$ cat config.mk
export PLATFORM = sky130hd
export DESIGN_NAME = scanned_encoder_bank_decoder_top
export DESIGN_NICKNAME = d
export VERILOG_FILES = /design/src/hw/rtl/sebd_pkg.sv /design/src/hw/rtl/sebd_knob_cell.sv /design/src/hw/rtl/sebd_slot_cell.sv /design/src/hw/rtl/scanned_encoder_bank_decoder_top.sv
export VERILOG_INCLUDE_DIRS = /design/src /design/src/hw/rtl
export SDC_FILE = /design/constraint.sdc
export NUM_CORES = 1
export LEC_CHECK = 0
export BUFFER_PORTS_ARGS = -buffer_cell sky130_fd_sc_hd__buf_2
export CORE_MARGIN = 10
export CORE_UTILIZATION = 60
export CTS_BUF_LIST = sky130_fd_sc_hd__clkbuf_16
export CTS_CLUSTER_SIZE = 30
export DETAILED_ROUTE_END_ITERATION = 6
export HOLD_SLACK_MARGIN = 0.03
export PLACE_DENSITY_LB_ADDON = 0.12
export SLEW_MARGIN = 20
export SYNTH_ARGS = -nofsm -noshare
export SYNTH_HDL_FRONTEND = slang
export SYNTH_SLANG_ARGS = --single-unit
$ cat constraint.sdc
create_clock -name clk_i -period 2.9 [get_ports clk_i]
set_input_delay 0.58 -clock clk_i [delete_from_list [all_inputs] [get_ports clk_i]]
set_output_delay 0.58 -clock clk_i [all_outputs]
set_load 0.02 [all_outputs]
$ cat src/hw/rtl/scanned_encoder_bank_decoder_top_defines.svh
// Assertion macros for the scanned encoder bank decoder.
`ifndef SCANNED_ENCODER_BANK_DECODER_TOP_DEFINES_SVH
`define SCANNED_ENCODER_BANK_DECODER_TOP_DEFINES_SVH

`ifndef NO_ASSERTIONS
// Property that holds at every clock edge out of reset
`define SEBD_ASSERT(lbl, prop, msg) \
  lbl: assert property (@(posedge clk_i) disable iff (!rst_ni) (prop)) \
    else $error(msg);
// Condition in one cycle implies a consequence in the next
`define SEBD_ASSERT_NEXT(lbl, ante, cons, msg) \
  lbl: assert property (@(posedge clk_i) disable iff (!rst_ni) (ante) |=> (cons)) \
    else $error(msg);
`else
`define SEBD_ASSERT(lbl, prop, msg)
`define SEBD_ASSERT_NEXT(lbl, ante, cons, msg)
`endif

`endif

$ cat src/hw/rtl/sebd_pkg.sv
package sebd_pkg;

  // Event kinds as seen on the output
  typedef enum logic [1:0] {
    KIND_CCW  = 2'd0,
    KIND_CW   = 2'd1,
    KIND_PUSH = 2'd2
  } kind_e;

  // Turn mode register codes; other codes suppress turn events
  localparam logic [1:0] MODE_CTRL      = 2'd0;
  localparam logic [1:0] MODE_SEQUENCER = 2'd1;

  // Scan frame byte holding the A/B pairs of each group of four knobs
  localparam int unsigned GROUP_BYTE [4] = '{0, 2, 3, 5};

  // One event slot of the output chain
  typedef struct packed {
    logic       valid;
    kind_e      kind;
    logic [3:0] knob;
  } slot_t;

endpackage

$ cat src/hw/rtl/sebd_knob_cell.sv
module sebd_knob_cell import sebd_pkg::*; #(
  parameter int unsigned KNOB = 0
) (
  input  logic  clk_i,
  input  logic  rst_ni,
  input  logic  capture_i,
  input  logic  turns_on_i,
  input  logic  a_lvl_i,
  input  logic  b_lvl_i,
  input  logic  btn_lvl_i,
  output slot_t turn_slot_o,
  output slot_t push_slot_o
);

  logic last_b_q, last_b_d;
  logic last_btn_q, last_btn_d;

  // Levels of the previous frame
  always_comb begin
    last_b_d   = capture_i ? b_lvl_i : last_b_q;
    last_btn_d = capture_i ? btn_lvl_i : last_btn_q;
  end

  always_ff @(posedge clk_i or negedge rst_ni) begin
    if (!rst_ni) begin
      last_b_q   <= 1'b0;
      last_btn_q <= 1'b0;
    end else begin
      last_b_q   <= last_b_d;
      last_btn_q <= last_btn_d;
    end
  end

  // B edge while A is low gives a turn; falling button gives a push
  always_comb begin
    turn_slot_o.valid = turns_on_i && !a_lvl_i && (b_lvl_i != last_b_q);
    turn_slot_o.kind  = b_lvl_i ? KIND_CCW : KIND_CW;
    turn_slot_o.knob  = 4'(KNOB);
    push_slot_o.valid = last_btn_q && !btn_lvl_i;
    push_slot_o.kind  = KIND_PUSH;
    push_slot_o.knob  = 4'(KNOB);
  end

endmodule

$ cat src/hw/rtl/sebd_slot_cell.sv
module sebd_slot_cell import sebd_pkg::*; (
  input  logic  clk_i,
  input  logic  rst_ni,
  input  logic  load_i,
  input  logic  shift_i,
  input  slot_t load_slot_i,
  input  slot_t next_slot_i,
  output slot_t slot_o
);

  slot_t slot_q, slot_d;

  // Load a fresh frame's event, or take the neighbor's slot on a shift
  always_comb begin
    slot_d = slot_q;
    if (load_i) begin
      slot_d = load_slot_i;
    end else if (shift_i) begin
      slot_d = next_slot_i;
    end
  end

  always_ff @(posedge clk_i or negedge rst_ni) begin
    if (!rst_ni) begin
      slot_q <= '0;
    end else begin
      slot_q <= slot_d;
    end
  end

  assign slot_o = slot_q;

endmodule

$ cat src/hw/rtl/scanned_encoder_bank_decoder_top.sv
// Scanned encoder bank decoder.
// Input channel: one scan frame item (scan_frame_i, six bytes) on in_valid_i,
// held off by in_stall_o. Output channel: one event item per cycle on
// out_valid_o (event_kind_o, knob_index_o, last_event_o), held by out_stall_i.
// cfg_we_i/cfg_wdata_i write the turn mode; write it only while idle.
// An accepted frame is compared against the stored levels in one knob cell
// per knob and its events load a chain of 2*KNOB_COUNT slots, turns first,
// pushes after. The chain shifts one slot per cycle toward the output
// register unless a stalled output holds it; the head slot moves into the
// output register, and a frame holds the chain until its last event has
// left it. A frame without events does not hold the chain. The next frame is
// accepted in the cycle the previous frame's last event leaves the chain.
// A stalled output freezes the chain and the output register.
// Reset clears the stored levels, the turn mode (controller) and all slots.
`include "scanned_encoder_bank_decoder_top_defines.svh"

module scanned_encoder_bank_decoder_top import sebd_pkg::*; #(
  parameter int unsigned KNOB_COUNT = 16
) (
  input  logic        clk_i,
  input  logic        rst_ni,
  input  logic        cfg_we_i,
  input  logic [1:0]  cfg_wdata_i,
  input  logic        in_valid_i,
  output logic        in_stall_o,
  input  logic [47:0] scan_frame_i,
  output logic        out_valid_o,
  input  logic        out_stall_i,
  output logic [1:0]  event_kind_o,
  output logic [3:0]  knob_index_o,
  output logic        last_event_o
);

  localparam int unsigned SLOTS = 2 * KNOB_COUNT;

  logic [1:0] mode_q;
  logic       turns_on;
  logic       accept;
  logic       advance;
  logic       rest_busy;
  logic       any_busy;
  logic       room;

  slot_t            load_slot [SLOTS];
  slot_t            slot      [SLOTS];
  logic [SLOTS-1:0] slot_valid;

  logic       out_valid_q;
  kind_e      kind_q;
  logic [3:0] knob_q;
  logic       last_q;

  // Turn mode register
  always_ff @(posedge clk_i or negedge rst_ni) begin
    if (!rst_ni) begin
      mode_q <= MODE_CTRL;
    end else if (cfg_we_i) begin
      mode_q <= cfg_wdata_i;
    end
  end

  assign turns_on = (mode_q == MODE_CTRL) || (mode_q == MODE_SEQUENCER);

  // Handshake: take a frame once the chain holds nothing beyond a head that moves out
  always_comb begin
    advance    = !out_valid_q || !out_stall_i;
    rest_busy  = |slot_valid[SLOTS-1:1];
    any_busy   = |slot_valid;
    room       = advance ? !rest_busy : !any_busy;
    in_stall_o = !room;
    accept     = in_valid_i && room;
  end

  // Knob cells: unpack levels and detect events
  for (genvar i = 0; i < KNOB_COUNT; i++) begin : g_knob
    localparam int unsigned GB      = GROUP_BYTE[i / 4];
    localparam int unsigned A_POS   = 8 * GB + 7 - 2 * (i % 4);
    localparam int unsigned B_POS   = 8 * GB + 6 - 2 * (i % 4);
    localparam int unsigned BTN_POS = (i < 8) ? (15 - i) : (47 - i);

    sebd_knob_cell #(
      .KNOB (i)
    ) u_knob (
      .clk_i       (clk_i),
      .rst_ni      (rst_ni),
      .capture_i   (accept),
      .turns_on_i  (turns_on),
      .a_lvl_i     (scan_frame_i[A_POS]),
      .b_lvl_i     (scan_frame_i[B_POS]),
      .btn_lvl_i   (scan_frame_i[BTN_POS]),
      .turn_slot_o (load_slot[i]),
      .push_slot_o (load_slot[KNOB_COUNT + i])
    );
  end

  // Slot chain, head at slot 0
  for (genvar s = 0; s < SLOTS; s++) begin : g_slot
    slot_t next_slot;
    if (s == SLOTS - 1) begin : g_tail
      assign next_slot = '0;
    end else begin : g_inner
      assign next_slot = slot[s + 1];
    end

    sebd_slot_cell u_slot (
      .clk_i       (clk_i),
      .rst_ni      (rst_ni),
      .load_i      (accept),
      .shift_i     (advance),
      .load_slot_i (load_slot[s]),
      .next_slot_i (next_slot),
      .slot_o      (slot[s])
    );

    assign slot_valid[s] = slot[s].valid;
  end

  // Output register; head is last when nothing follows it
  always_ff @(posedge clk_i or negedge rst_ni) begin
    if (!rst_ni) begin
      out_valid_q <= 1'b0;
    end else if (advance) begin
      out_valid_q <= slot[0].valid;
    end
  end

  always_ff @(posedge clk_i) begin
    if (advance) begin
      kind_q <= slot[0].kind;
      knob_q <= slot[0].knob;
      last_q <= !rest_busy;
    end
  end

  assign out_valid_o  = out_valid_q;
  assign event_kind_o = kind_q;
  assign knob_index_o = knob_q;
  assign last_event_o = last_q;

  // A frame loads only into a chain that holds nothing beyond its head slot
  `SEBD_ASSERT(a_load_empty, !accept || (slot_valid[SLOTS-1:1] == '0), "frame loaded over pending events")
  // An event not flagged last always has a successor waiting in the chain
  `SEBD_ASSERT(a_successor, !(out_valid_q && !last_q) || any_busy, "non-final event without successor")
  // The final event leaves the chain empty unless a new frame loads
  `SEBD_ASSERT_NEXT(a_drain, advance && slot[0].valid && !rest_busy && !accept, slot_valid == '0, "chain not empty after final event")

endmodule

==> impl_metrics.toml, run 1 <==
[outcome]
status = "complete, no violations"

[job]
maxCapViolations = 0

[grt]
grt_pass1_wl_um = 32000
grt_pass1_vias = 6612
overflow = 0
grt_max_degree = 150
antenna_found_initial = 0
gr-usage-all-layers_pct = 17.1

[critical_path]
critPathTopFamily = "simple AND/OR/NAND/NOR gates"
required_ns = 2.32
critPathCaptureType = "output pin"
cpPeakStageDelay_ns = 0.43
cp.arrival_ns = 2.13
crit_start = "g_slot[2].u_slot.slot_o[6]$_DFFE_PN0P_"
worst-path-buf-inv = 1
crit_type = "register to output pin"
cp-start-kind = "register"
slowest_stage = "nor4_1"
reg2reg_from = "g_slot[2].u_slot.slot_o[6]$_DFFE_PN0P_"
crit_chain = "nor4_1 -> and4_1 -> and2_1 -> nand2_1 -> buf_2"
crit_path_max_fanout = 3

[sta]
period_needed_ns = 2.71
maxSlewViolCount = 0
finalSetupViolations = 0
clock_skew_ns = 0.0181
rsz0062_at_grt = "false"
tns_ns = 0
worst_slew_pin_slew_ns = 0.928
slew_headroom_pct = 38.1
timing.final.crit_share_pct = 93.3
max_freq_mhz = 369
hold_viol_final = 0
fin_hold_ws_ns = 0.0813

[synthesis]
syn_area_sq_mm = 0.00982
ys_seq_area_share_pct = 60.0
synth_top_cell_by_area = "dfrtp_1"
synth_fp_nets = 960
yosys_warnings = 0
yosysUniqueCellTypes = 25
synth_top_area_share_pct = 57.8
synth_area_leaders = "dfrtp_1, mux2i_1, nand2_1"
ys_seq_elements = 234
synth_cells = 905
syn_avg_cell_area_sq_um = 10.9

[floorplan]
ios = 64
initial_core_util_pct = 61.6
die_h_um = 148
die_w_um = 148
dieArea_sq_mm = 0.0219
row_count = 46
core-area_sq_mm = 0.0159

[clock_tree]
cts_hold_buf = 0
cts.root.buffer_cell = "clkbuf_16"
cts.sinks = 234
insertion_delay_ns = 0.51
cts_setup_buffers = 0
path_clk_slew_ns = 0.06
cts_max_path_buffers = 3
cts_resized = 0
cts_buffers = 25
cts_tree = "done"
htree_levels = 1

[drt]
num_vias = 6496
first_pass_iters = 6
drc_errors = 0
wl_per_cell_um = 15.7
vias_per_cell = 5.52
antenna_left = 0
totalWireLength_um = 18400
initialDrtViolationCount = 344

[final_layout]
final_common_cell = "dfrtp_1"
nFillCells = 1191
final_cell_mix = "dfrtp_1, nand2_1, nor2_1"
drive_gt1_share_pct = 16.6
area_delta_synth_final_pct = 12.0
seq_area_sq_mm = 0.00589
nets = 1001
multiInputGateArea_sq_mm = 0.00362
final_util_pct = 69.0
antenna_cells = 0

[place]
routabilityCongestion = 0.736
hpwl_um = 11400
port_buffers = 62

[power_and_ir_drop]
peakVddDrop_mv = 0.545
p_leak_nw = 5.41
powerDensity_mw_per_mm2 = 1100

[min_path]
hold_path_class = "input port to asynchronous set/reset pin"
==> stage by stage <==
step / setup WS, ns / area (sq um) / power [W] / cells
detailed placement: 0.560 / 10300 / 0.00942 / 1135
global route: 0.0291 / 11000 / 0.0129 / 1176
global placement: 0.576 / 10300 / 0.00916 / 1135
finish: 0.194 / 11000 / 0.0120 / 1176
CTS: 0.143 / 11000 / 0.0122 / 1176
floorplan: 0.992 / 9820 / 0.00845 / 905
==> Yosys cell counts <==
cell type	count
mux2_2	1
buf_6	6
mux2i_1	61
a32o_1	1
xnor2_1	16
clkbuf_1	35
a21oi_1	84
o21ai_0	75
a21boi_0	1
edfxtp_1	7
nor4_1	7
buf_1	6
inv_2	1
mux2_4	32
buf_2	16
and2_1	6
nor2_1	124
nand4_4	1
inv_1	1
and4_1	3
nand2b_1	16
dfrtp_1	227
o41ai_2	16
nor3_1	1
nand2_1	161
==> power breakdown <==
part	switching (W)	total, W	internal [W]
clock network	0.00117	0.00271	0.00154
logic	0.00199	0.00370	0.00171
registers	0.000827	0.00563	0.00481
total	0.00399	0.0120	0.00806
==> per-layer routing <==
metal | up-vias | global-route usage [%] | part of all wire [%]
li1 | 3111 | - | -
met1 | 3228 | 22.7 | 45
met2 | 124 | 27.8 | 49
met3 | 33 | 3.54 | 4.0
met4 | 0 | 5.05 | 2.5
met5 | - | 0 | 0
==> cells by family (layout without fill, tap and decap cells) <==
| family | after synthesis | count (layout) | synth area share (%) |
|---|---|---|---|
| and+or+nand+nor | 319 | 319 | 13.3 |
| DFF | 234 | 234 | 60.0 |
| AOI/OAI and AO/OA | 177 | 177 | 10.9 |
| muxes | 94 | 94 | 11.2 |
| buffers and inverters | 65 | 120 | 3.15 |
| xor gates and xnor gates | 16 | 16 | 1.43 |
==> registers in the layout, summed over array words and instances, names as in the netlist <==
name                      flops
mode_q                        1
g_knob.u_knob.last_b_q       16
g_knob.u_knob.last_btn_q     16
last_event_o                  1
knob_index_o                  4
out_valid_o                   1
g_slot.u_slot.slot_o        193
event_kind_o                  2
==> worst paths after layout <==
kind	to	slack, ns	depth (start not counted)
worst min register to register	event_kind_o[0]$_DFFE_PP_	0.45	0
worst max-delay path	in_stall_o	0.19	5
max in group asynchronous	g_knob[2].u_knob.last_b_q$_DFFE_PN0P_	2.02	2
worst min-delay path	g_slot[5].u_slot.slot_o[3]$_DFFE_PN0P_	0.08	1
min in group clk_i	g_slot[3].u_slot.slot_o[6]$_DFFE_PN0P_	0.26	2
worst max register to register	g_knob[2].u_knob.last_b_q$_DFFE_PN0P_	0.53	5
==> layout make-up <==
| class | count | share of cell area (%) |
|---|---|---|
| flip-flops and latches | 234 | 53.6 |
| multi-input cells | 606 | 32.9 |
| clock buffers | 25 | 5.69 |
| repair buffers | 77 | 4.62 |
| well taps | 216 | 2.46 |
| clock inverters | 16 | 0.614 |
| inverters | 2 | 0.114 |
Power figures use the tool's default switching activity.
==> inputs of run 2 (changes only) <==
- CORE_ASPECT_RATIO: default -> 0.8
- PLACE_DENSITY: default -> 0.79
- PLACE_DENSITY_LB_ADDON: 0.12 -> default
- TNS_END_PERCENT: default -> 50
==> run 2 against run 1 <==
Worst hold slack worse by 0.039 ns. Critical path type unchanged. Utilization hardly changed. Cell count is 0.34% lower.
==> impl_metrics.toml, run 2 (synthesis gave the netlist of run 1 again) <==
[drt]
vias_per_cell = 5.45
totalWireLength_um = 18600
first_pass_iters = 5
num_vias = 6387
wl_per_cell_um = 15.8
antenna_left = 0
drc_errors = 0
initialDrtViolationCount = 580

[place]
place_ws_ns = 0.618
routabilityCongestion = 0.740
hpwl_um = 11100
port_buffers = 62
place_area_sq_mm = 0.0103
dpl.cell_count = 1133

[critical_path]
crit_type = "register to output pin"
critPathTopFamily = "simple AND/OR/NAND/NOR gates"
worst-path-buf-inv = 1
slowest_stage = "nor4_1"
cp-start-kind = "register"
required_ns = 2.32
cpPeakStageDelay_ns = 0.46
crit_path_max_fanout = 3
critPathCaptureType = "output pin"
crit_chain = "nor4_1 -> and4_1 -> and2_1 -> nand2_1 -> buf_2"
cp.arrival_ns = 2.13

[power_and_ir_drop]
powerDensity_mw_per_mm2 = 1100
p_leak_nw = 5.39
peakVddDrop_mv = 0.638

[final_layout]
final_cell_mix = "dfrtp_1, nand2_1, nor2_1"
largest_register_ffs = 193
final_cells = 1172
final_common_cell = "dfrtp_1"
multiInputGateArea_sq_mm = 0.00362
drive_gt1_share_pct = 16.2
antenna_cells = 0
nets = 997
seq_area_sq_mm = 0.00589
nFillCells = 1164
final_cell_area_sq_mm = 0.0110
area_delta_synth_final_pct = 11.8

[clock_tree]
cts_resized = 0
cts_max_path_buffers = 3
cts.sinks = 234
cts_tree = "done"
htree_levels = 1
path_clk_slew_ns = 0.06
cts_buffers = 22
cts.root.buffer_cell = "clkbuf_16"
cts_setup_buffers = 0
cts_hold_buf = 0
insertion_delay_ns = 0.49

[job]
maxCapViolations = 0

[grt]
grt_max_degree = 135
gr-usage-all-layers_pct = 17.1
grt_pass1_wl_um = 31800
antenna_found_initial = 0
grt_pass1_vias = 6388
overflow = 0

[floorplan]
row_count = 41
core-area_sq_mm = 0.0159
dieArea_sq_mm = 0.0219
ios = 64
initial_core_util_pct = 61.7
die_w_um = 163
die_h_um = 134

[sta]
timing.final.crit_share_pct = 93.4
finalSetupViolations = 0
max_freq_mhz = 369
hold_viol_final = 0
rsz0062_at_grt = "false"
clock_skew_ns = 0.00816
layout_setup_ws_ns = 0.192
tns_ns = 0
worst_slew_pin_slew_ns = 0.927
period_needed_ns = 2.71
maxSlewViolCount = 0
slew_headroom_pct = 38.2

[min_path]
hold_path_class = "input port to asynchronous set/reset pin"

[outcome]
status = "complete, no violations"
## run 2: cell types whose count changed in the layout (fill, tap and decap cells not counted), sizes merged
cell / delta
clkbuf: -2
buf: -1
bufinv: +1
inv: -1
## run 2: worst paths after layout
path | from | cells after the start | slack [ns] | end
setup / recovery | g_slot[17].u_slot.slot_o[6]$_DFFE_PN0P_ | 5 | 0.19 | in_stall_o
hold / removal | rst_ni | 1 | 0.04 | g_slot[10].u_slot.slot_o[3]$_DFFE_PN0P_
setup reg to reg | g_slot[17].u_slot.slot_o[6]$_DFFE_PN0P_ | 5 | 0.57 | g_slot[3].u_slot.slot_o[5]$_DFFE_PN0P_
hold reg to reg | g_slot[0].u_slot.slot_o[0]$_DFFE_PN0P_ | 0 | 0.45 | knob_index_o[0]$_DFFE_PP_
max in group asynchronous | rst_ni | 2 | 1.94 | g_knob[8].u_knob.last_b_q$_DFFE_PN0P_
min in group clk_i | scan_frame_i[23] | 2 | 0.27 | g_slot[4].u_slot.slot_o[6]$_DFFE_PN0P_
## run 2: power breakdown
| group | switching (W) | internal, W | leakage [nW] | total, W |
|---|---|---|---|---|
| sequential | 0.000845 | 0.00480 | 2.90 | 0.00565 |
| clock | 0.00117 | 0.00151 | 0.345 | 0.00268 |
| combinational | 0.00200 | 0.00172 | 2.15 | 0.00372 |
| total | 0.00401 | 0.00804 | 5.39 | 0.0121 |
## run 2: routing by layer
| layer | share of wire [%] | GRT usage (%) | wire (um) |
|---|---|---|---|
| met1 | 47 | 24.7 | 8670 |
| met5 | 0 | 0 | 0 |
| met4 | 1.4 | 4.10 | 255 |
| met3 | 3.3 | 2.87 | 605 |
| met2 | 49 | 26.5 | 9020 |
## run 2: cell type report
type                       count  area share (%)
sequential                   234            53.7
tap                          215            2.45
clock buffer                  23            5.24
timing repair buffer          76            4.67
clock inverter                16           0.832
inverter                       2           0.114
multi-input combinational    606            33.0
## run 2: through the flow
stage | power (W) | hold slack, ns | util [%]
3_5_place_dp | 0.00940 | 0.433 | 64.8
6_report | 0.0121 | 0.0421 | 69.0
3_3_place_gp | 0.00919 | 0.431 | 64.8
5_1_grt | 0.0129 | 0.0829 | 69.0
4_1_cts | 0.0122 | 0.0621 | 69.0
2_1_floorplan | 0.00845 | 0.284 | -
==> inputs of run 3 (changes only) <==
--- a/config.mk
+++ b/config.mk
@@ -12,5 +12,4 @@
 export CORE_UTILIZATION = 60
 export CTS_BUF_LIST = sky130_fd_sc_hd__clkbuf_16
-export CTS_CLUSTER_SIZE = 30
 export DETAILED_ROUTE_END_ITERATION = 6
 export HOLD_SLACK_MARGIN = 0.03
==> constraint.sdc (replaced) <==
create_clock -name clk_i -period 2.9 [get_ports clk_i]
set_input_delay 0 -clock clk_i [delete_from_list [all_inputs] [get_ports clk_i]]
set_output_delay 0 -clock clk_i [all_outputs]
set_load 0.02 [all_outputs]
==> run 3 against run 2 <==
Clock skew is 0.0095 ns higher. Worst hold slack better by 0.0052 ns. Maximum frequency is 0.41% lower. Critical path depth is 1 higher. Via count is 8.7% higher. Setup slack worse by 0.011 ns. Non-clock buffer count is 75 higher. Sequential share of layout area is 3.3 points lower. Global-route usage is 2.4 points higher. Routed wire length is 17% higher.
==> impl_metrics.toml, run 3 (synthesis gave the netlist of run 1 again) <==
[floorplan]
die_w_um = 163
die_h_um = 134
dieArea_sq_mm = 0.0219
core-area_sq_mm = 0.0159
row_count = 41
ios = 64
initial_core_util_pct = 61.7

[clock_tree]
cts_max_path_buffers = 3
path_clk_slew_ns = 0.06
cts_tree = "done"
insertion_delay_ns = 0.51
cts.root.buffer_cell = "clkbuf_16"
cts_buffers = 23
htree_levels = 1
cts.sinks = 234

[critical_path]
crit_start = "g_slot[21].u_slot.slot_o[6]$_DFFE_PN0P_"
cp.arrival_ns = 3.16
required_ns = 3.34
reg2reg_from = "g_slot[21].u_slot.slot_o[6]$_DFFE_PN0P_"
crit_path_max_fanout = 47
critPathCaptureType = "register"
crit_type = "register to register"
cp-start-kind = "register"

[sta]
timing.final.crit_share_pct = 93.8
hold_viol_final = 0
slew_headroom_pct = 32.0
rsz0062_at_grt = "false"
clock_skew_ns = 0.0177
maxSlewViolCount = 0
tns_ns = 0
worst_slew_pin_slew_ns = 1.02
period_needed_ns = 2.72
max_freq_mhz = 368
finalSetupViolations = 0

[min_path]
hold_path_class = "input port to asynchronous set/reset pin"

[power_and_ir_drop]
peakVddDrop_mv = 0.587
powerDensity_mw_per_mm2 = 1060
p_leak_nw = 5.74

[grt]
antenna_found_initial = 1
grt_max_degree = 104
gr-usage-all-layers_pct = 19.5
overflow = 0
grt_pass1_wl_um = 35800
grt_pass1_vias = 7190

[drt]
antenna_left = 0
vias_per_cell = 5.56
initialDrtViolationCount = 584
totalWireLength_um = 21700
first_pass_iters = 5
drc_errors = 0
num_vias = 6941
wl_per_cell_um = 17.4

[place]
hpwl_um = 11000
port_buffers = 62
routabilityCongestion = 0.777

[final_layout]
drive_gt1_share_pct = 15.9
final_cell_mix = "dfrtp_1, nand2_1, nor2_1"
final_util_pct = 73.5
final_common_cell = "dfrtp_1"
area_delta_synth_final_pct = 19.0
largest_register_ffs = 193
nets = 1073

[outcome]
status = "complete, no violations"

[job]
maxCapViolations = 0
[run 3: changes by cell type in the layout (fill, tap and decap cells not counted)]
cell / before / now
nor4_1: 7 / 6
clkinv_1: 7 / 4
inv_1: 7 / 8
clkinv_2: 1 / 4
buf_4: 7 / 14
bufinv_16: 1 / 0
dlygate4sd3_1: 0 / 69
clkinvlp_4: 1 / 0
diode_2: 0 / 1
nor4_2: 0 / 1
inv_6: 1 / 2
buf_12: 7 / 6
[run 3: metal layers]
| metal | vias to the layer above | part of all wire, % | track usage [%] |
|---|---|---|---|
| li1 | 3263 | - | - |
| met1 | 3467 | 43 | 25.0 |
| met2 | 168 | 51 | 33.0 |
| met3 | 43 | 4.1 | 3.64 |
| met4 | 0 | 2.3 | 5.70 |
| met5 | - | 0 | 0 |
[run 3: worst paths after layout]
check / depth (start not counted) / end / slack [ns]
worst max-delay path: 6 / g_slot[4].u_slot.slot_o[6]$_DFFE_PN0P_ / 0.18
worst min-delay path: 2 / g_knob[1].u_knob.last_btn_q$_DFFE_PN0P_ / 0.05
worst max register to register: 6 / g_slot[4].u_slot.slot_o[6]$_DFFE_PN0P_ / 0.18
worst min register to register: 0 / knob_index_o[2]$_DFFE_PP_ / 0.45
max in group asynchronous: 3 / g_slot[3].u_slot.slot_o[1]$_DFFE_PN0P_ / 1.85
min in group clk_i: 3 / g_slot[25].u_slot.slot_o[1]$_DFFE_PN0P_ / 0.10
[run 3: what timing repair did]
item	4_1_cts	5_1_grt
buffers inserted	0	6
endpoints found under the hold margin	230	0
hold buffers	69	0
resized for setup	0	1
endpoints found under the setup margin	0	11
[run 3: area by class of cell]
cell class / count / area (sq um)
antenna: 1 / 2.50
timing repair buffer: 151 / 1240
clock inverter: 16 / 70.1
multi-input combinational: 606 / 3630
clock buffer: 23 / 576
fill: 1003 / 4220
inverter: 2 / 12.5
sequential: 234 / 5890
tap: 215 / 269
[run 3: critical path: stages (launching register included)]
cell and delay [ns]:
dfrtp_1 0.45, nor4_1 0.35, and4_1 0.40, nand4_4 0.24, buf_12 0.27, o41ai_2 0.33
dlygate4sd3_1 0.61
[run 3: stage by stage]
| stage | instance area (sq um) | std cells | power (W) | hold WS (ns) | worst slack (ns) |
|---|---|---|---|---|---|
| detailed placement | 10300 | 1133 | 0.00940 | 0.00950 | 0.592 |
| floorplan | 9820 | 905 | 0.00845 | -0.296 | 1.12 |
| global placement | 10300 | 1133 | 0.00919 | 0.00727 | 0.618 |
| CTS | 11600 | 1241 | 0.0123 | 0.0727 | 0.0983 |
| finish | 11700 | 1248 | 0.0124 | 0.0473 | 0.181 |
| global route | 11700 | 1248 | 0.0132 | 0.105 | 0.0963 |
[run 3: power breakdown]
group / switching [W] / internal, W
combinational: 0.00216 / 0.00193
clock: 0.00120 / 0.00143
sequential: 0.000903 / 0.00480
